===== config.mk =====
export PLATFORM = sky130hd
export DESIGN_NAME = hsv_rgb_converter
export DESIGN_NICKNAME = d
export VERILOG_FILES = /design/src/rtl/hrc_pkg.sv /design/src/rtl/hrc_front.sv /design/src/rtl/hrc_div_stage.sv /design/src/rtl/hrc_back.sv /design/src/rtl/hsv_rgb_converter.sv
export SDC_FILE = /design/constraint.sdc
export NUM_CORES = 2
export LEC_CHECK = 0
export ABC_AREA = 1
export BUFFER_PORTS_ARGS = -buffer_cell sky130_fd_sc_hd__buf_2
export CORE_MARGIN = 3
export CORE_UTILIZATION = 59
export CTS_CLUSTER_DIAMETER = 80
export DETAILED_ROUTE_END_ITERATION = 8
export HOLD_SLACK_MARGIN = 0.12
export PLACE_DENSITY = 0.78
export SYNTH_ARGS = -nofsm -noshare
export SYNTH_HDL_FRONTEND = slang
export SYNTH_SLANG_ARGS = --single-unit

===== constraint.sdc =====
create_clock -name clk -period 69.3 [get_ports clk]
set_input_delay 10.395 -clock clk [delete_from_list [all_inputs] [get_ports clk]]
set_output_delay 10.395 -clock clk [all_outputs]
set_load 0.005 [all_outputs]

===== src/rtl/hrc_pkg.sv =====
// shared types and constants for the hsv/rgb converter
package hrc_pkg;

    localparam int FRAC_BITS = 12;
    localparam int W         = 12;
    // six times the widest channel difference
    localparam int DEN_W     = W + 3;

    localparam logic [W:0]   ONE_Q = (W + 1)'(1 << FRAC_BITS);
    localparam logic [W-1:0] MAX_Q = {W{1'b1}};

    localparam logic MODE_TO_HSV = 1'b0;
    localparam logic MODE_TO_RGB = 1'b1;

    localparam logic [2:0] SECTOR_RED_RISE   = 3'd0;
    localparam logic [2:0] SECTOR_GREEN_FULL = 3'd1;
    localparam logic [2:0] SECTOR_BLUE_RISE  = 3'd2;
    localparam logic [2:0] SECTOR_BLUE_FULL  = 3'd3;
    localparam logic [2:0] SECTOR_RED_BACK   = 3'd4;

    typedef struct packed {
        logic         req_type;
        logic [W-1:0] first_value;
        logic [W-1:0] second_value;
        logic [W-1:0] third_value;
    } req_t;

    typedef struct packed {
        logic [W-1:0] out_first;
        logic [W-1:0] out_second;
        logic [W-1:0] out_third;
    } rsp_t;

    // one restoring division lane
    typedef struct packed {
        logic [DEN_W-1:0] rem;
        logic [DEN_W-1:0] den;
        logic [W-1:0]     quo;
    } div_lane_t;

    // values carried alongside the division lanes
    typedef struct packed {
        logic         mode;
        logic         trivial;
        logic         full;
        logic [W-1:0] v;
        logic [W-1:0] s;
        logic [W-1:0] sr;
        logic [W-1:0] st;
        logic [2:0]   sector;
    } side_t;

    typedef struct packed {
        logic      valid;
        side_t     side;
        div_lane_t sat;
        div_lane_t hue;
    } pipe_t;

endpackage


===== src/rtl/hrc_front.sv =====
// front stages: channel extremes, hue numerator, sector split and saturation products
module hrc_front (
    input  logic          clk,
    input  logic          rst_n,
    input  logic          en,
    input  logic          in_valid,
    input  hrc_pkg::req_t req,
    output hrc_pkg::pipe_t dout
);
    import hrc_pkg::*;

    logic             a_valid_reg;
    logic             a_mode_reg;
    logic [W-1:0]     a_x_reg, a_y_reg, a_z_reg;
    logic [W-1:0]     a_mx_reg, a_mn_reg;
    logic             a_gmax_reg, a_bmax_reg, a_geb_reg;
    logic [2:0]       a_sector_reg;
    logic [W-1:0]     a_rem_reg;

    logic [W-1:0]     mx_next, mn_next;
    logic [DEN_W-1:0] h6;

    logic [W-1:0]     delta;
    logic [DEN_W-1:0] num, d6;
    logic [2*W-1:0]   sr_prod;
    logic [2*W:0]     st_prod;
    logic [W:0]       rem_inv;
    pipe_t            pipe_next, pipe_reg;

    // channel extremes and hue sector
    always_comb
    begin
        mx_next = req.first_value;
        mn_next = req.first_value;
        if (req.second_value > mx_next) mx_next = req.second_value;
        if (req.third_value > mx_next)  mx_next = req.third_value;
        if (req.second_value < mn_next) mn_next = req.second_value;
        if (req.third_value < mn_next)  mn_next = req.third_value;
        h6 = DEN_W'(req.first_value) * DEN_W'(6);
    end

    always_ff @(posedge clk or negedge rst_n)
    begin
        if (!rst_n)
        begin
            a_valid_reg <= 1'b0;
        end
        else if (en)
        begin
            a_valid_reg  <= in_valid;
            a_mode_reg   <= req.req_type;
            a_x_reg      <= req.first_value;
            a_y_reg      <= req.second_value;
            a_z_reg      <= req.third_value;
            a_mx_reg     <= mx_next;
            a_mn_reg     <= mn_next;
            a_gmax_reg   <= (req.second_value == mx_next);
            a_bmax_reg   <= (req.third_value == mx_next);
            a_geb_reg    <= (req.second_value >= req.third_value);
            a_sector_reg <= h6[DEN_W-1:FRAC_BITS];
            a_rem_reg    <= h6[W-1:0];
        end
    end

    // hue numerator, divisors and the two saturation products
    always_comb
    begin
        delta   = a_mx_reg - a_mn_reg;
        d6      = DEN_W'(delta) * DEN_W'(6);
        rem_inv = ONE_Q - {1'b0, a_rem_reg};
        sr_prod = (2*W)'(a_y_reg) * (2*W)'(a_rem_reg);
        st_prod = (2*W+1)'(a_y_reg) * (2*W+1)'(rem_inv);
        priority if (a_gmax_reg)
            num = DEN_W'(2) * DEN_W'(delta) + DEN_W'(a_z_reg) - DEN_W'(a_x_reg);
        else if (a_bmax_reg)
            num = DEN_W'(4) * DEN_W'(delta) + DEN_W'(a_x_reg) - DEN_W'(a_y_reg);
        else if (a_geb_reg)
            num = DEN_W'(a_y_reg) - DEN_W'(a_z_reg);
        else
            num = d6 + DEN_W'(a_y_reg) - DEN_W'(a_z_reg);

        pipe_next.valid       = a_valid_reg;
        pipe_next.side.mode   = a_mode_reg;
        pipe_next.side.trivial = (a_mode_reg == MODE_TO_RGB) ? (a_y_reg == '0)
                                 : ((a_mx_reg == '0) || (delta == '0));
        pipe_next.side.full   = (a_mn_reg == '0);
        pipe_next.side.v      = (a_mode_reg == MODE_TO_RGB) ? a_z_reg : a_mx_reg;
        pipe_next.side.s      = a_y_reg;
        pipe_next.side.sr     = sr_prod[2*W-1:FRAC_BITS];
        pipe_next.side.st     = st_prod[2*W-1:FRAC_BITS];
        pipe_next.side.sector = a_sector_reg;
        pipe_next.sat.rem     = DEN_W'(delta);
        pipe_next.sat.den     = DEN_W'(a_mx_reg);
        pipe_next.sat.quo     = '0;
        pipe_next.hue.rem     = num;
        pipe_next.hue.den     = d6;
        pipe_next.hue.quo     = '0;
    end

    always_ff @(posedge clk or negedge rst_n)
    begin
        if (!rst_n)
            pipe_reg.valid <= 1'b0;
        else if (en)
            pipe_reg <= pipe_next;
    end

    assign dout = pipe_reg;

endmodule


===== src/rtl/hrc_div_stage.sv =====
// one quotient bit of the saturation and hue divisions
module hrc_div_stage (
    input  logic           clk,
    input  logic           rst_n,
    input  logic           en,
    input  hrc_pkg::pipe_t din,
    output hrc_pkg::pipe_t dout
);
    import hrc_pkg::*;

    pipe_t pipe_next, pipe_reg;

    function automatic div_lane_t div_step(input div_lane_t l);
        logic [DEN_W:0] trial;
        div_lane_t      r;
        trial = {l.rem, 1'b0};
        r     = l;
        if (trial >= {1'b0, l.den})
        begin
            r.rem = DEN_W'(trial - {1'b0, l.den});
            r.quo = {l.quo[W-2:0], 1'b1};
        end
        else
        begin
            r.rem = trial[DEN_W-1:0];
            r.quo = {l.quo[W-2:0], 1'b0};
        end
        return r;
    endfunction

    // shift, compare and subtract on both lanes
    always_comb
    begin
        pipe_next     = din;
        pipe_next.sat = div_step(din.sat);
        pipe_next.hue = div_step(din.hue);
    end

    always_ff @(posedge clk or negedge rst_n)
    begin
        if (!rst_n)
            pipe_reg.valid <= 1'b0;
        else if (en)
            pipe_reg <= pipe_next;
    end

    assign dout = pipe_reg;

endmodule


===== src/rtl/hrc_back.sv =====
// last stage: p, q and t products, sector routing and the output register
module hrc_back (
    input  logic           clk,
    input  logic           rst_n,
    input  logic           en,
    input  hrc_pkg::pipe_t din,
    output logic           rsp_valid,
    output hrc_pkg::rsp_t  rsp
);
    import hrc_pkg::*;

    logic [2*W:0] p_prod, q_prod, t_prod;
    logic [W-1:0] p, q, t, v;
    rsp_t         rsp_next, rsp_reg;
    logic         rsp_valid_reg;

    // brightness scaled by the three complements
    always_comb
    begin
        v      = din.side.v;
        p_prod = (2*W+1)'(v) * (2*W+1)'(ONE_Q - {1'b0, din.side.s});
        q_prod = (2*W+1)'(v) * (2*W+1)'(ONE_Q - {1'b0, din.side.sr});
        t_prod = (2*W+1)'(v) * (2*W+1)'(ONE_Q - {1'b0, din.side.st});
        p      = p_prod[2*W-1:FRAC_BITS];
        q      = q_prod[2*W-1:FRAC_BITS];
        t      = t_prod[2*W-1:FRAC_BITS];
    end

    // pick the result for the direction and sector
    always_comb
    begin
        rsp_next.out_third = v;
        if (din.side.mode == MODE_TO_HSV)
        begin
            if (din.side.trivial)
            begin
                rsp_next.out_first  = '0;
                rsp_next.out_second = '0;
            end
            else
            begin
                rsp_next.out_first  = din.hue.quo;
                rsp_next.out_second = din.side.full ? MAX_Q : din.sat.quo;
            end
        end
        else if (din.side.trivial)
        begin
            rsp_next.out_first  = v;
            rsp_next.out_second = v;
        end
        else
        begin
            unique case (din.side.sector)
                SECTOR_RED_RISE:   rsp_next = '{v, t, p};
                SECTOR_GREEN_FULL: rsp_next = '{q, v, p};
                SECTOR_BLUE_RISE:  rsp_next = '{p, v, t};
                SECTOR_BLUE_FULL:  rsp_next = '{p, q, v};
                SECTOR_RED_BACK:   rsp_next = '{t, p, v};
                default:           rsp_next = '{v, p, q};
            endcase
        end
    end

    always_ff @(posedge clk or negedge rst_n)
    begin
        if (!rst_n)
            rsp_valid_reg <= 1'b0;
        else if (en)
        begin
            rsp_valid_reg <= din.valid;
            rsp_reg       <= rsp_next;
        end
    end

    assign rsp_valid = rsp_valid_reg;
    assign rsp       = rsp_reg;

endmodule


===== src/rtl/hsv_rgb_converter.sv =====
// top level of the hsv/rgb converter
//
//  channel | signals                  | transfer when
//  --------+--------------------------+------------------------
//  req     | req_valid req_stall req  | req_valid && !req_stall
//  rsp     | rsp_valid rsp_stall rsp  | rsp_valid && !rsp_stall
//
// one item per cycle while the result is not stalled; each item passes
// two front stages, twelve division stages (one quotient bit each) and one
// output stage. the restoring dividers set the depth.
// reset clears only the valid bits.
// a stalled result freezes the whole pipeline, and req_stall follows it.
module hsv_rgb_converter (
    input  logic          clk,
    input  logic          rst_n,
    input  logic          req_valid,
    output logic          req_stall,
    input  hrc_pkg::req_t req,
    output logic          rsp_valid,
    input  logic          rsp_stall,
    output hrc_pkg::rsp_t rsp
);
    import hrc_pkg::*;

    logic  en;
    pipe_t chain [0:W];

    // pipeline advance
    assign en        = !(rsp_valid && rsp_stall);
    assign req_stall = !en;

    hrc_front u_front (
        .clk      (clk),
        .rst_n    (rst_n),
        .en       (en),
        .in_valid (req_valid),
        .req      (req),
        .dout     (chain[0])
    );

    // division stages
    for (genvar i = 0; i < W; i++)
    begin : g_div
        hrc_div_stage u_div (
            .clk   (clk),
            .rst_n (rst_n),
            .en    (en),
            .din   (chain[i]),
            .dout  (chain[i+1])
        );
    end

    hrc_back u_back (
        .clk       (clk),
        .rst_n     (rst_n),
        .en        (en),
        .din       (chain[W]),
        .rsp_valid (rsp_valid),
        .rsp       (rsp)
    );

endmodule


# Word-level counts from Yosys, hierarchy flattened
# Index checks and enable logic that the tools add are counted.
word_totals:
  reg_bits: 1655
  wordCells: 375
  output_inout_bits: 38
  in_bits: 41
op_classes:
  reduce_logical: 8
  magnitude_cmp: 29
  n_eq_ne: 6
  n_mux: 62
  add_sub_neg: 34
  multipliers: 7
  bitwise_logic: 1
op_table:
  columns: ["cell", "n"]
  rows:
  - ["15-bit 2-to-1 mux", 24]
  - ["15-bit by 12-bit subtractor with 15-bit output", 13]
  - ["16-bit by 15-bit >= comparator with 1-bit output", 12]
  - ["36-bit case mux with 5 select lines", 1]
  - ["16-bit by 12-bit >= comparator with 1-bit output", 11]
  - ["15-bit subtractor", 11]
  - ["12-bit 2-to-1 mux", 8]
  - ["12-bit by 25-bit multiplier with 24-bit output", 3]
  - ["24-bit 2-to-1 mux", 3]
  - ["12-bit zero test", 4]
  - ["13-bit by 12-bit subtractor with 14-bit output, first input constant", 3]
  - ["12-bit by 2-bit multiplier with 14-bit output, second input constant", 2]
  - ["1-bit 2-to-1 mux", 25]
  - ["12-bit == test", 2]
  - ["12-bit > comparator", 2]
  - ["12-bit less-than comparator", 2]
  - ["12-bit by 13-bit multiplier with 24-bit output", 1]
  - ["12-bit by 11-bit multiplier with 23-bit output", 1]
  - ["14-bit by 12-bit adder with 15-bit output", 1]
  - ["15-bit by 12-bit adder with 15-bit output", 1]
  - ["13-bit by 12-bit adder with 14-bit output", 1]
  - ["13-bit by 12-bit subtractor with 14-bit output", 1]
  - ["13-bit by 12-bit >= comparator with 1-bit output", 1]
  - ["13-bit 2-to-1 mux", 1]
  - ["12 further kinds", 13]

# Depth between registers and ports, before layout
logic_depth:
  ltp_word: 7
  depth_mapped: 37

# By module
# A second synthesis with hierarchy kept.
unflattened:
  hier_cells: 12668
  area_unflattened_um2: 119684.8
modules_own_cells:
  columns: ["module", "area_per_inst_um2", "n_inst", "cells_per_inst", "seq_area_each_um2"]
  rows:
  - ["hrc_div_stage", 6550.0, 12, 618, 4169.0]
  - ["hrc_front", 21927.3, 1, 2552, 5545.3]
  - ["hrc_back", 19147.1, 1, 2698, 1106.1]
  - ["hsv_rgb_converter", 10.0, 1, 2, 0.0]

# Worst setup path after synthesis
# No wires, ideal clock.
synth_timing:
  kind: "in2reg"
  startpoint: "input port rsp_stall"
  endpoint: "register g_div[0].u_div.pipe_reg, in the netlist g_div[0].u_div.dout[0], enable pin"
  stages: 4
  setup_slack_ns: -12.508
  path_buffers: 1
  t_arrival_ns: 78.127
  t_required_ns: 65.619
  path_cell_list: "nand2_1 -> inv_1 -> buf_1 -> nor2_1"
synth_via:
  elab_chain_len: 3
synth_rtl:
  columns: ["element", "line", "rtl"]
  rows:
  - ["from (decl)", "hsv_rgb_converter.sv:20", "input logic rsp_stall,"]
  - ["1-bit logical AND", "hsv_rgb_converter.sv:29", "assign en = !(rsp_valid && rsp_stall);"]
  - ["net req_stall", "hsv_rgb_converter.sv:17", "output logic req_stall,"]
  - ["1-bit NOT (no line)", null, null]
  - ["2-bit AND reduction (no line)", null, null]
  - ["to (signal assigned)", "hrc_div_stage.sv:44", "pipe_reg <= pipe_next;"]
  - ["to (decl)", "hrc_div_stage.sv:11", "pipe_t pipe_next, pipe_reg;"]
# The timed path passes the listed nets, and every way through them passes these cells.
# A chain may end at the register's enable or synchronous reset.

# Worst setup path after layout
layout_timing:
  startpoint: "input port rsp_stall"
  endpoint: "output port req_stall"
layout_via:
  elab_chain_len: 1
layout_rtl:
  columns: ["element", "line"]
  rows:
  - ["1-bit logical AND", "hsv_rgb_converter.sv:29"]
  - ["to (decl)", "hsv_rgb_converter.sv:17"]
# No other way between the ends.

==> reports/metrics.cfg <==
[status]
status = complete, but fails checks
violations = DRC

[timing]
max_slew_margin_pct = 20.8
period_share_pct = 31.5
clock.fmax_mhz = 45.8
skew_ns = 0.0353
slew_viol_final = 0
period_minus_slack_ns = 21.84
hold_viol = 0
worst_pin_slew_ns = 1.18
setup_viol = 0
rsz0062_at_grt = no
finalSetupTns_ns = 0

[synth]
synth.largest_area_cell = edfxtp_1
synth_area_leaders = edfxtp_1 (49%), fa_1 (11%), ha_1 (9.3%), nand2_1 (7.2%), inv_1 (6.2%)
synthArstFlopShare_pct = 0.914
yosysUniqueCellTypes = 72
synth_common_cells = nand2_1 (1925), inv_1 (1665), edfxtp_1 (1627), ha_1 (749), nor2_1 (666)
postSynthAreaPerCell_sq_um = 10.3
ys_ff_latch = 1642
synth.cell_area_sq_mm = 0.101
syn-num-nets = 11100
synth_seq_area_share_pct = 48.9
synth_edf_count = 1627
synth.most_common_cell = nand2_1
yosysTopAreaCellShare_pct = 48.5
ys.flop_type = edfxtp_1
netlist_instances = 9733
yosysWarnings = 0

[run]
drv_cap = 0

[hold_path]
hp-class = reg -> reg
min_from = g_div[8].u_div.dout[97]$_DFFE_PP_

[layout]
nFillCells = 12700
largest_register_ffs = 1420
drive_above_1_share_pct = 4.76
syn_to_final_growth_pct = 8.10
nets = 11200

[route]
drtAntennaViolNets = 0
wl_per_cell_um = 17.6
vias = 67400
vias_per_cell = 5.53
drtPass1Iterations = 9
drtIter0Drc = 5621
wl_mm = 214
drc_errors = 2

[global_route]
grt_pass1_wl_mm = 347
track_usage_pct = 24.7
gr-total-overflow = 0
antenna_found_initial = 4
grt_pass1_vias = 68300
grt_max_degree = 219

[worst_setup_path]
critPathTopFamily = buffers and inverters
r2r_cells = 10
critPathArrivalTime_ns = 11.45
critPathMaxStageDelay_ns = 0.50
cp_slowest_cell = inv_1
timing.rr.end = g_div[10].u_div.dout[14]$_DFFE_PP_
cp.required_ns = 58.91
cp_common_cell = buf_2
worstSetupPathType = in -> out
endpoint = req_stall
rr_startpoint = u_back.rsp_valid$_DFFE_PN0N_
critPathCaptureType = primary output
setup.worst_path.start = rsp_stall
cp-start-kind = primary input
cp.buffers_inverters = 3
path_cells = buf_2, nand2_1, inv_1, buf_2
critical_path.max_fanout = 17
crit_cells = 4
r2r_slack_ns = 61.36

[clock_tree]
clk_latency_ns = 0.79
cts_buffer_depth = 3
cts_sinks = 1642
cts_tree = yes
cts_buffers = 160
htreeDepth = 4
clockRootBuffer = clkbuf_16
cts_hold_buf = 0
postCtsSetupBuffers = 0
clk_pin_slew_ns = 0.07
ctsResizeCount = 0

[placement]
port_buffers = 78
dp_hpwl_mm = 157
globalplace.congestion = 0.981

[floorplanning]
die_x_um = 419
initial_core_util_pct = 59.4
dieArea_sq_mm = 0.176
num_rows = 151
die_h_um = 419
fp.coreArea_sq_mm = 0.169
ios = 79

==> worst min-delay path by stage <==
stage | to | slack (ns) | cells past startpoint
floorplan | g_div[0].u_div.dout[100]$_DFFE_PP_ | 0.40 | 0
global placement | g_div[9].u_div.dout[108]$_DFFE_PP_ | 0.40 | 0
detailed placement | g_div[0].u_div.dout[100]$_DFFE_PP_ | 0.40 | 0
CTS | g_div[7].u_div.dout[123]$_DFFE_PP_ | 0.38 | 0
global route | g_div[7].u_div.dout[123]$_DFFE_PP_ | 0.38 | 0
finish | g_div[9].u_div.dout[97]$_DFFE_PP_ | 0.39 | 0
==> metal layers <==
metal | wire [um] | vias up | global-route usage, %
met3 | 12600 | 548 | 3.59
met1 | 87100 | 32100 | 31.1
met5 | 23 | - | 0
met2 | 105000 | 2318 | 42.5
li1 | - | 32500 | -
met4 | 9950 | 4 | 11.0
==> layout make-up <==
cell class              count  area, sq um  area share [%]
flip-flops and latches   1642        49200            45.2
multi-input cells        6228        44400            40.7
inverters                1684         6320            5.81
clock buffers             185         4120            3.78
well taps                2218         2780            2.55
clock inverters           110         1240            1.14
repair buffers            131          830           0.762
diodes                      4         10.0         0.00919
==> stage by stage <==
stage	hold WS (ns)	instance area, sq um	utilization (%)	setup WS (ns)	instances
CTS	0.384	109000	64.2	47.47	12200
finish	0.387	109000	64.3	47.46	12200
global route	0.384	109000	64.2	47.36	12200
detailed placement	0.405	104000	61.1	47.48	11900
floorplan	0.400	101000	-	15.23	9733
global placement	0.400	104000	61.1	47.52	11900
==> cell families after synthesis <==
group           Yosys count  share of synthesized area [%]
simple gates           3278                           13.6
buf+inv                1863                           7.10
flops                  1642                           48.9
fa+ha+maj              1310                           20.5
compound gates         1304                           7.10
xor+xnor                336                           2.92
==> cell usage in the layout, fill, tap and decap left out, types with 31 or more instances in the layout <==
| master | synthesis | routed |
|---|---|---|
| o21ai_0 | 474 | 474 |
| nand4_1 | 80 | 80 |
| edfxtp_1 | 1627 | 1627 |
| ha_1 | 749 | 749 |
| clkinv_1 | 12 | 43 |
| nand2_1 | 1925 | 1925 |
| nor2_1 | 666 | 665 |
| or2_2 | 31 | 31 |
| inv_1 | 1665 | 1665 |
| o21ai_1 | 34 | 34 |
| buf_2 | 29 | 78 |
| a21o_1 | 42 | 42 |
| buf_4 | 19 | 49 |
| xor2_1 | 200 | 200 |
| clkbuf_16 | 0 | 161 |
| fa_1 | 561 | 561 |
| xnor2_1 | 136 | 136 |
| nor3_1 | 114 | 114 |
| a21oi_1 | 573 | 573 |
| nand3_1 | 350 | 350 |
| clkinv_2 | 0 | 32 |
Power is left out: the tool's default activity adds up to more than one toggle a clock period on the data nets, which glitch-free logic cannot reach.
